`config.mk`:
```
export PLATFORM = sky130hd
export DESIGN_NAME = rbi_isqrt
export DESIGN_NICKNAME = d
export VERILOG_FILES = /design/src/rtl/core/rbi_isqrt.sv
export SDC_FILE = /design/constraint.sdc
export NUM_CORES = 2
export LEC_CHECK = 0
export ABC_CLOCK_PERIOD_IN_PS = 4400
export BUFFER_PORTS_ARGS = -buffer_cell sky130_fd_sc_hd__buf_2
export CORE_MARGIN = 5
export CORE_UTILIZATION = 40
export DETAILED_ROUTE_END_ITERATION = 8
export GPL_TIMING_DRIVEN = 0
export HOLD_SLACK_MARGIN = 0.03
export SYNTH_ARGS = -nofsm -noshare
export SYNTH_HDL_FRONTEND = slang
export SYNTH_SLANG_ARGS = --single-unit
```
`constraint.sdc`:
```
create_clock -name clock -period 4.4 [get_ports clock]
set_input_delay 0.44 -clock clock [delete_from_list [all_inputs] [get_ports clock]]
set_output_delay 0.44 -clock clock [all_outputs]
set_load 0.005 [all_outputs]
```
`src/rtl/core/rbi_isqrt.sv`:
```
module rbi_isqrt #(
   parameter int IN_W = 62
) (
   input  logic              clock,
   input  logic              enable,
   input  logic [IN_W-1:0]   radicand,
   output logic [IN_W/2-1:0] root
);

   localparam int ROOT_W = IN_W / 2;
   localparam int RW     = ROOT_W + 3;

   logic [RW-1:0]     rem_ff  [ROOT_W];
   logic [RW-1:0]     rem_in  [ROOT_W];
   logic [ROOT_W-1:0] root_ff [ROOT_W];
   logic [ROOT_W-1:0] root_in [ROOT_W];
   logic [IN_W-1:0]   rad_ff  [ROOT_W];
   logic [IN_W-1:0]   rad_in  [ROOT_W];

   // one result bit per stage: bring down two radicand bits, try root*4+1
   always_comb begin
      logic [RW-1:0]     rem_p;
      logic [RW-1:0]     cur;
      logic [RW-1:0]     trial;
      logic [ROOT_W-1:0] root_p;
      logic [IN_W-1:0]   rad_p;
      logic              take;
      for (int s = 0; s < ROOT_W; s++) begin
         if (s == 0) begin
            rem_p  = '0;
            root_p = '0;
            rad_p  = radicand;
         end else begin
            rem_p  = rem_ff[s-1];
            root_p = root_ff[s-1];
            rad_p  = rad_ff[s-1];
         end
         cur        = {rem_p[RW-3:0], rad_p[IN_W-1 -: 2]};
         trial      = RW'({root_p, 2'b01});
         take       = (cur >= trial);
         rem_in[s]  = take ? (cur - trial) : cur;
         root_in[s] = {root_p[ROOT_W-2:0], take};
         rad_in[s]  = {rad_p[IN_W-3:0], 2'b00};
      end
   end

   always_ff @(posedge clock) begin
      if (enable) begin
         for (int s = 0; s < ROOT_W; s++) begin
            rem_ff[s]  <= rem_in[s];
            root_ff[s] <= root_in[s];
            rad_ff[s]  <= rad_in[s];
         end
      end
   end

   assign root = root_ff[ROOT_W-1];

endmodule

```
==> qor.yml <==
synth_top_area_cell: "edfxtp_1"
dr.pass1.iters: 5
synth_edf_count: 2339
area_delta_synth_final_pct: 13.6
cts_buffers: 267
period_share: 0.956
worst-path-max-fanout: 10
worst_pin_slew_ns: 1.20
critical_path_required_ns: 4.96
rrSetupSlack_ns: 0.19
maxSlewHeadroom: 0.192
wl_um: 235000
critPathLaunchType: "register"
ys_seq_elements: 2339
avgSynthCellArea_um2: 13.0
clock-sinks: 2339
routabilityCongestion: 0.890
holdCritPathClass: "input port to register"
ant_nets: 0
maxCapViolCount: 0
critPathSlowestCell: "o311ai_2"
yosys-top-cells-area: "edfxtp_1, ha_1, xnor2_1"
start_util: 0.403
slowest_delay_ns: 0.66
cts_tree: "yes"
grt_setup_unrepaired: "false"
grt_usage: 0.161
viasPerCell: 5.21
clk_latency_ns: 0.86
hold_end: "rad_ff[0][40]$_DFFE_PP_"
post_drt_wl_per_cell_um: 18.6
fin_crit_ns: 4.21
skew_ns: 0.0473
outcome: "finished clean"
yosys_warnings: 0
root_buffer: "clkbuf_16"
setup_viol: 0
ios: 95
dp_hpwl_um: 170000
io_buffers: 94
core_area_mm2: 0.271
worstPathArrival_ns: 4.76
vias: 66000
timing.setup.tns_ns: 0
reg2reg_depth: 11
async_flop_share: 0
synthFlopType: "edfxtp_1"
nets: 9469
htreeDepth: 5
synth_common_cells: "edfxtp_1, inv_1, nand2_1, ha_1, a21oi_1"
overflow: 0
syn_area_mm2: 0.109
drt_iter0_markers: 4602
crit_path_cell_trace: "inv_1 > ha_1 > nor2b_1 > o31a_1 > o31a_1 > o21ai_0 > a21bo_2 > o311ai_2 > clkbuf_2 > clkbuf_1 > a21oi_1"
endpoint_kind: "register"
grt_pass1_vias: 66000
power_per_cell_area_mw_per_mm2: 525
grt_max_degree: 185
cp_top_family: "compound AO/OA/AOI/OAI gates"
crit_type: "register to register"
fillers: 24100
die_y_um: 533
drive_gt1_frac: 0.0775
ys_types: 92
cp_common_cell: "o31a_1"
holdWs_ns: 0.283
fp.dieArea_mm2: 0.284
syn_nets: 9025
grt_pass1_wl_um: 370000
netlist_instances: 8433
irDropWorstVdd_v: 0.000370
yosysSeqAreaShare: 0.643
r2r-end: "rem_ff[1][151]$_DFFE_PP_"
min_from: "radicand[40]"
synth.most_common_cell: "edfxtp_1"
max_freq_ghz: 0.238
whs_path_depth: 2
rows: 191
hold_violations: 0
drv_slew: 0
leakage_uw: 0.0472
cts_buffer_depth: 4
path_clk_slew_ns: 0.06
worst-path-buf-inv: 3
r2r_start: "rad_ff[1][238]$_DFFE_PP_"
synth_top_area_frac: 0.643
antenna_found_initial: 2
die_w_um: 533
drc_errors: 0
-- flip-flops by register name, summed over array words and instances, names as in the netlist --
register and flops:
rad_ff 930, root_ff 496, rem_ff 913
-- power breakdown --
| group | leakage (uW) | switching [uW] | total [uW] | internal (uW) |
|---|---|---|---|---|
| combinational | 0.0205 | 7860 | 13300 | 5430 |
| sequential | 0.0225 | 1780 | 30000 | 28200 |
| clock | 0.00422 | 8860 | 21900 | 13000 |
| total | 0.0472 | 18500 | 65200 | 46700 |
-- cells in the final DEF, fill, tap and decap left out, types with 31 or more instances in the layout --
master / instances
edfxtp_1: 2339
inv_1: 663
nand2_1: 576
ha_1: 528
a21oi_1: 479
nor2_1: 477
o21ai_0: 468
xnor2_1: 389
xor2_1: 374
clkbuf_16: 271
a21o_1: 259
nor3_1: 197
clkbuf_1: 190
nand3_1: 137
nand2b_1: 99
o21a_1: 98
buf_2: 96
nor4_1: 93
or3_1: 90
nand4_1: 89
mux2_2: 77
nor2b_1: 69
dlygate4sd3_1: 64
o31ai_1: 61
and3_1: 56
clkinv_1: 55
o21bai_1: 48
or4_1: 45
a31oi_1: 45
clkinv_2: 43
a211oi_1: 39
and2_1: 38
buf_4: 35
o211ai_1: 34
or2_2: 31
-- stage by stage --
step                      worst slack (ns)  instances  utilization  cell area (um^2)  total power, uW
after floorplan                       1.00       8433            -            109000            39200
after global placement              -33.52      12100        0.421            114000            45000
after detailed placement            -0.660      12100        0.422            115000            43500
after CTS                           0.0262      12700        0.457            124000            65900
after global routing              0.000961      12700        0.457            124000            68600
final                                0.195      12700        0.457            124000            65200
-- layer usage --
metal,global-route usage,routed length (um),up-vias
met5,0,0,-
met4,0.0598,8630,0
met3,0.0204,8310,451
met2,0.285,118000,1345
met1,0.201,100000,32100
li1,-,-,32100
-- cells by family after synthesis --
kind of cell / synth area share
other cells: 0.0000343
flops: 0.643
simple gates: 0.0964
buf+inv: 0.0306
fa+ha+maj: 0.0605
mux: 0.00858
compound gates: 0.0997
xor+xnor: 0.0612
-- worst max-delay path by stage --
stage,start,endpoint,cells past startpoint
2_1_floorplan,rem_ff[0][272]$_DFFE_PP_,rem_ff[0][333]$_DFFE_PP_,10
3_3_place_gp,enable,rem_ff[1][194]$_DFFE_PP_,1
3_5_place_dp,rem_ff[1][155]$_DFFE_PP_,rem_ff[1][173]$_DFFE_PP_,11
4_1_cts,rem_ff[1][0]$_DFFE_PP_,rem_ff[1][51]$_DFFE_PP_,11
5_1_grt,root_ff[1][164]$_DFFE_PP_,rem_ff[1][234]$_DFFE_PP_,11
6_report,rad_ff[1][238]$_DFFE_PP_,rem_ff[1][151]$_DFFE_PP_,11
-- worst reg2reg max path, stage by stage (launching register included) --
cell      delay (ns)
edfxtp_1        0.59
inv_1           0.14
ha_1            0.26
nor2b_1         0.15
o31a_1          0.20
o31a_1          0.24
o21ai_0         0.25
a21bo_2         0.30
o311ai_2        0.66
clkbuf_2        0.46
clkbuf_1        0.48
a21oi_1         0.20
-- layout make-up --
class,instances,area (um^2),area share
inverter,665,2500,0.0201
antenna,1,2.50,0.0000202
buffer,195,878,0.00708
clock buffer,318,6960,0.0561
sequential,2339,70200,0.566
tap,3570,4470,0.0360
timing repair buffer,175,1510,0.0122
multi-input combinational,5234,35800,0.289
clock inverter,161,1690,0.0136
-- what timing repair did --
action / 4_1_cts / 5_1_grt
buffers inserted: 0 / 2
pin swaps: 0 / 1
endpoints found under the hold margin: 64 / 0
hold buffers: 64 / 0
gates resized for setup: 23 / 19
setup endpoints to repair: 161 / 101
(Power assumes the default switching activity.)
