### config.mk
export PLATFORM = sky130hd
export DESIGN_NAME = rbi_delay
export DESIGN_NICKNAME = d
export VERILOG_FILES = /design/src/rtl/core/rbi_delay.sv
export SDC_FILE = /design/constraint.sdc
export NUM_CORES = 1
export LEC_CHECK = 0
export BUFFER_PORTS_ARGS = -buffer_cell sky130_fd_sc_hd__clkbuf_2
export CORE_MARGIN = 2
export CORE_UTILIZATION = 51
export DETAILED_ROUTE_END_ITERATION = 12
export MAX_ROUTING_LAYER = met4
export PLACE_DENSITY = 0.73
export RECOVER_POWER = 50
export SYNTH_ARGS = -nofsm -noshare
export SYNTH_HDL_FRONTEND = slang
export SYNTH_SLANG_ARGS = --single-unit
### constraint.sdc
create_clock -name clock -period 0.85 [get_ports clock]
set_clock_uncertainty 0.05 [all_clocks]
set_input_delay 0.17 -clock clock [delete_from_list [all_inputs] [get_ports clock]]
set_output_delay 0.17 -clock clock [all_outputs]
set_load 0.01 [all_outputs]
### src/rtl/core/rbi_delay.sv
module rbi_delay #(
   parameter int WIDTH = 8,
   parameter int DEPTH = 4
) (
   input  logic             clock,
   input  logic             enable,
   input  logic [WIDTH-1:0] din,
   output logic [WIDTH-1:0] dout
);

   logic [WIDTH-1:0] line_ff [DEPTH];

   always_ff @(posedge clock) begin
      if (enable) begin
         line_ff[0] <= din;
         for (int i = 1; i < DEPTH; i++) begin
            line_ff[i] <= line_ff[i-1];
         end
      end
   end

   assign dout = line_ff[DEPTH-1];

endmodule

==> impl_results.rst, run 1 <==
.. list-table::
   :header-rows: 1

   * - Metric
     - Value
   * - Status
     - finished, violations left
   * - Violations in the final reports
     - setup timing
   * - Antenna viol nets, final
     - 0
   * - Die extent in y
     - 47.41 um
   * - Cts bufs inserted
     - 5
   * - End of the worst register-to-register path
     - line_ff[3][4]
   * - Maximum fanout encountered on the critical timing path
     - 1
   * - Seq/Total Area, Yosys
     - 100.0%
   * - Die ar.
     - 2247 um2
   * - Number of sinks handled by clock tree synthesis
     - 32
   * - Number of storage elements in the synthesis netlist
     - 32
   * - Switching power of the nets
     - about 0.00051 W
   * - Tmin final
     - 1038 ps
   * - Placed cell areas
     - 1117 um2
   * - Clock transition at the registers of the reported paths
     - 90 ps
   * - Area fraction in and, or, nand and nor cells after synthesis
     - 0%
   * - R2R setup slack
     - 170 ps
   * - Number of flip-flops under the largest register name
     - 32
   * - Min-delay worst type
     - flip-flop to flip-flop
   * - Total gr overflow
     - 0
   * - Critical path required time
     - 630 ps
   * - Part of the total power dissipated in the clock network
     - 27.1%
   * - Max-capacitance violation count
     - 0
   * - Layout Utilization
     - a little over two thirds
   * - Worst-case reg-to-reg path depth
     - 0
   * - Total Nets Final
     - 76
   * - Signal arrival time at the worst endpoint
     - just over 800 ps
   * - Clock latency at the later pin of the worst-skew pair
     - ~310 ps
   * - Layout Cell Area excl Fill
     - 1212 um2
   * - Sort of element at the start of the critical path
     - flip-flop
   * - Total leakage power
     - 0.4506 nW
   * - Buffers plus inverters on the worst setup path
     - 1
   * - Multiplexer share of the synthesized area
     - 0%
   * - Type of element capturing the critical path
     - primary output
   * - Final-report max-slew violation count
     - 0
   * - Path length in cells of the critical path
     - 1
   * - Gate count of the mapped netlist
     - 32
   * - Clock Path Buffers
     - 2
   * - First-pass GRT wire length
     - 1580 um
   * - Number of diodes
     - 0
   * - Fill count
     - 107
   * - Overall die width
     - approximately 47 um
   * - I/O pins
     - 18
   * - Cell chosen for the clock root
     - sky130_fd_sc_hd__clkbuf_4
   * - RSZ-0062 raised after global routing
     - yes
   * - Total DRC errors in the routed layout
     - 0
   * - Synth Area in Adders
     - 0%
   * - Max stage delay cell, worst path
     - sky130_fd_sc_hd__edfxtp_1
   * - Final setup vio count
     - 8
   * - Mapped Avg Cell Area
     - 30.03 um2
   * - Transition at the pin with the smallest max-transition slack
     - about 400 ps
   * - Pre-CTS worst setup slack
     - 18.93 ps
   * - Number of placed instances with taps included
     - 76
   * - Worst path cell trace
     - clkbuf_2
   * - Core ar.
     - 1745 um2
   * - Pint
     - 0.002215 W
   * - WL/cell
     - 11.54 um
   * - CP Launch Point
     - line_ff[3][7]
   * - Worst setup path category
     - flip-flop to primary output
   * - Capturing element of the worst setup path
     - dout[7]
   * - Proportion of total power due to net switching
     - 18.81%
   * - Compound-cell area share of the yosys netlist
     - 0%
   * - Relative max-transition margin
     - 73.11%
   * - Logic pwr share
     - 4.0%
   * - Warning count from the yosys run
     - 0
   * - Final standard cell count with taps included and fillers excluded
     - 91
   * - Delay contributed by the slowest stage of the critical path
     - around 370 ps
   * - Post-synthesis share of cell area spent on xor and xnor gates
     - 0%
   * - Start of the worst register-to-register path
     - line_ff[2][4]
   * - Total Routed Length
     - 1050 um
   * - Area of combinational cells with multiple inputs
     - 0 um2
   * - Kind of cell adding the most delay to the critical path
     - flip-flops
   * - Total area of sequential cells
     - just under 1000 um2
   * - Final weighted congestion of routability-driven global placement
     - 0.5991
   * - Number of iterations in the first detailed-routing pass
     - 4
   * - Hold violation count in the final report
     - 0
   * - Rows
     - 15
   * - Initial cell density of the core
     - a little under three fifths
   * - Fraction of layout instances using a drive strength above 1
     - 36.36%
   * - Most flop-heavy register
     - line_ff
   * - VDD IR max
     - 0.001519 V
   * - Vias
     - 396
   * - Number of distinct standard cells referenced by the synthesized netlist
     - 1
   * - Depth of the CTS H-tree
     - 2
   * - Input/output buffers
     - 17
   * - Pin count of the biggest net entering global routing
     - 18
   * - Power density relative to cell area
     - 2250 nW/um2
   * - Share of the clock period used by the worst path after layout
     - 122.1%
   * - Registers with the most flip-flops
     - line_ff x32
   * - Initial antenna violation count
     - 0
   * - Number of DRC violations after detailed-routing iteration 0
     - 11
   * - CTS tree
     - built
   * - Gates resized, CTS repair
     - 0
   * - Detail-routed via count per cell
     - 4.352
   * - Portion of total power attributed to sequential cells
     - 68.9%
   * - Highest attainable clock frequency
     - 0.9633 GHz
   * - Number of global-route vias before repair
     - 393
   * - Number of multi-input combinational cells
     - 0
   * - Mapped Area
     - between 900 and 1000 um2
   * - Area growth from synthesis to layout
     - 26.17%
   * - Net Count, Synth
     - 42
   * - Total global routing track utilization
     - 12.48%
   * - Min setup slack post-route
     - -188.1 ps
[synth_stat cells]
master | number | area, um2
sky130_fd_sc_hd__edfxtp_1 | 32 | 960.9
[power groups by stage]
stage / clock network (W) / registers [W] / logic, W
floorplan: 0 / 0.00192 / 0
detailed placement: 0 / 0.00192 / 0.0000992
global placement: 0 / 0.00191 / 0.0000962
finish: 0.000738 / 0.00188 / 0.000109
CTS: 0.000768 / 0.00188 / 0.000127
global route: 0.000824 / 0.00189 / 0.000121
[routing by layer]
| metal | part of all wire, % | global-route usage [%] | wire [um] |
|---|---|---|---|
| met5 | 0 | - | 0 |
| met4 | 0.38 | 10.00 | 4 |
| met3 | 8.2 | 6.923 | 86 |
| met2 | 50 | 18.38 | 526 |
| met1 | 41 | 11.68 | 433 |
[how the worst min path moves through the flow]
stage	startpoint	endpoint	slack [ps]	depth (start not counted)
CTS	enable	line_ff[2][6]	220	2
finish	line_ff[0][3]	line_ff[1][3]	370	0
floorplan	din[0]	line_ff[0][0]	220	0
global placement	din[5]	line_ff[0][5]	300	1
global route	line_ff[1][5]	line_ff[2][5]	380	0
detailed placement	din[2]	line_ff[0][2]	300	1
[cells in the final DEF, fill, tap and decap left out, drive strengths merged]
cell and count:
edfxtp 32, clkinv 1, clkbuf 25, dlygate4sd3 8
[logic make-up (layout without fill, tap and decap cells)]
kind of cell | Yosys count | count (layout)
flops | 32 | 32
buf+inv | 0 | 34
[layout make-up]
| type | count | area share [%] |
|---|---|---|
| Sequential cell | 32 | 79.26 |
| Timing Repair Buffer | 27 | 14.34 |
| Clock buffer | 6 | 3.406 |
| Tap cell | 25 | 2.580 |
| Clock inverter | 1 | 0.4128 |
[timing repair]
action / in CTS / in global routing
pin swaps: 0 / 0
endpoints found under the setup margin: 8 / 8
buffers inserted: 0 / 0
endpoints found under the hold margin: 8 / 0
hold buffers: 8 / 0
[through the flow]
step                      total power [W]  TNS, ps  hold slack, ps
after floorplan                  0.001923        0           218.9
after global placement           0.002004        0           296.6
after detailed placement         0.002018        0           298.6
after CTS                        0.002777    -1574           219.5
after global routing             0.002835    -1878           382.9
final                            0.002728    -1427           371.8
No activity file was read; power rests on OpenSTA's default activity.
==> run 2: changes to the inputs <==
Clock period 0.85 ns to 1.17 ns, I/O delays scaled along.
==> run 2 against run 1 <==
Against the previous run:
- the flow now finishes without violations
- highest routed layer unchanged
- non-clock buffer count down 9
- global-route usage decreased by 2.6 points
- clock power decreased by 27%
- worst hold slack worse by 330 ps
- utilization shrank 4.5 points
- die area unchanged
- critical path depth unchanged
- via count down 5.8%
==> impl_results.rst, run 2 (same netlist as run 1, synthesis figures left out) <==
.. list-table::
   :header-rows: 1

   * - Metric
     - Value
   * - Delay contributed by the slowest stage of the critical path
     - 370 ps
   * - Clock transition at the registers of the reported paths
     - 90 ps
   * - Part of the total power dissipated in the clock network
     - roughly 28%
   * - Fraction of layout instances using a drive strength above 1
     - 43.10%
   * - Relative max-transition margin
     - 52.78%
   * - Worst setup path category
     - flip-flop to primary output
   * - Share of the clock period used by the worst path after layout
     - approximately 94%
   * - Clock Path Buffers
     - 2
   * - Highest attainable clock frequency
     - 0.9082 GHz
   * - Cell chosen for the clock root
     - sky130_fd_sc_hd__clkbuf_4
   * - Registers with the most flip-flops
     - line_ff x32
   * - Pint
     - around 0.0016 W
   * - Status
     - finished clean
   * - Number of iterations in the first detailed-routing pass
     - 3
   * - Die ar.
     - 2247 um2
   * - Portion of total power attributed to sequential cells
     - 69.6%
   * - Power density relative to cell area
     - 1729 nW/um2
   * - Input/output buffers
     - 17
   * - Maximum fanout encountered on the critical timing path
     - 1
   * - Signal arrival time at the worst endpoint
     - between 800 and 900 ps
   * - VDD IR max
     - 0.001192 V
   * - Transition at the pin with the smallest max-transition slack
     - between 700 and 800 ps
   * - Number of multi-input combinational cells
     - 0
   * - WL/cell
     - roughly 9.5 um
   * - Max-capacitance violation count
     - 0
   * - Initial cell density of the core
     - 55.05%
   * - Total global routing track utilization
     - 9.839%
   * - Total power consumption of the routed design
     - 0.001959 W
   * - Worst path cell trace
     - clkbuf_2
   * - Total leakage power
     - 0.4203 nW
   * - Number of sinks handled by clock tree synthesis
     - 32
   * - Min-delay worst type
     - input port to flip-flop
   * - Cts bufs inserted
     - 5
   * - Fill count
     - around 130
   * - Logic pwr share
     - 2.8%
   * - Total Nets Final
     - 67
   * - Most flop-heavy register
     - line_ff
   * - Setup repair bufs after CTS
     - 0
   * - Kind of cell adding the most delay to the critical path
     - flip-flops
   * - Core ar.
     - 1745 um2
   * - Number of hold buffers added after CTS
     - 0
   * - Final weighted congestion of routability-driven global placement
     - 0.5972
   * - Type of element capturing the critical path
     - primary output
   * - Vias
     - 373
   * - Area of combinational cells with multiple inputs
     - 0 um2
   * - Clock latency at the later pin of the worst-skew pair
     - 310 ps
   * - Initial antenna violation count
     - 0
   * - Proportion of total power due to net switching
     - 18.85%
   * - Sort of element at the start of the critical path
     - flip-flop
   * - Number of diodes
     - 0
   * - Pin count of the biggest net entering global routing
     - 33
   * - Total Routed Length
     - 790 um
   * - Most common library cell in the layout ignoring fill and taps
     - sky130_fd_sc_hd__edfxtp_1
   * - Total area of sequential cells
     - approximately 960 um2
   * - RSZ-0062 raised after global routing
     - yes
   * - Tmin final
     - 1101 ps
   * - CTS tree
     - built
   * - Number of global-route vias before repair
     - 304
   * - Most frequent cells in the layout
     - 32 x sky130_fd_sc_hd__edfxtp_1, 18 x sky130_fd_sc_hd__clkbuf_2, 5 x sky130_fd_sc_hd__clkbuf_4
   * - Detail-routed via count per cell
     - 4.494
   * - Max stage delay cell, worst path
     - sky130_fd_sc_hd__edfxtp_1
   * - Area growth from synthesis to layout
     - 17.97%
   * - Total Negative Setup Slacks
     - 0 ps
   * - Total gr overflow
     - 0
   * - Depth of the CTS H-tree
     - 2
   * - Antenna viol nets, final
     - 0
   * - Overall die width
     - ~47 um
   * - R2R setup slack
     - 490 ps
   * - Layout Utilization
     - approximately two thirds
   * - Total DRC errors in the routed layout
     - 0
   * - Die extent in y
     - 47.41 um
   * - Critical path required time
     - slightly below 900 ps
   * - First-pass GRT wire length
     - 1166 um
   * - Placed cell areas
     - 1097 um2
   * - Buffers plus inverters on the worst setup path
     - 1
   * - Rows
     - 15
   * - Hold violation count in the final report
     - 0
   * - Gates resized, CTS repair
     - 0
   * - Final setup vio count
     - 0
   * - Number of DRC violations after detailed-routing iteration 0
     - 4
   * - Number of flip-flops under the largest register name
     - 32
   * - Layout Cell Area excl Fill
     - between 1000 and 1500 um2
   * - Switching power of the nets
     - 0.0003693 W
   * - I/O pins
     - 18
   * - Final-report max-slew violation count
     - 0
==> run 2: worst paths after layout <==
kind | start | cells after the start | endpoint
setup / recovery | line_ff[3][1] | 1 | dout[1]
hold / removal | din[4] | 1 | line_ff[0][4]
setup reg to reg | line_ff[1][0] | 0 | line_ff[2][0]
hold reg to reg | line_ff[1][2] | 0 | line_ff[2][2]
==> run 2: power groups by stage <==
stage / Clock [W] / Combinational (W) / Sequential [W]
4_1_cts: 0.000569 / 0.0000640 / 0.00136
3_5_place_dp: 0 / 0.0000639 / 0.00139
5_1_grt: 0.000619 / 0.0000637 / 0.00137
6_report: 0.000540 / 0.0000556 / 0.00136
3_3_place_gp: 0 / 0.0000617 / 0.00139
2_1_floorplan: 0 / 0 / 0.00140
==> run 2: area by class of cell <==
cell class,count,share of cell area [%]
well taps,25,2.759
clock inverters,3,1.214
repair buffers,18,7.947
clock buffers,5,3.311
flip-flops and latches,32,84.77
==> run 2: metal layers <==
| metal | up-vias | GRT usage [%] | share of wire [%] |
|---|---|---|---|
| met5 | - | - | 0 |
| met3 | 5 | 10.38 | 13 |
| met2 | 23 | 12.70 | 47 |
| li1 | 181 | - | - |
| met4 | 0 | 6.667 | 3.2 |
| met1 | 164 | 8.130 | 37 |
==> run 2: per-stage QoR <==
stage	std cells	hold slack (ps)	setup slack (ps)
3_3_place_gp	75	350.2	279.7
2_1_floorplan	32	282.9	492.2
6_report	83	42.49	68.96
4_1_cts	83	24.70	42.13
5_1_grt	83	14.96	-4.720
3_5_place_dp	75	354.5	268.1
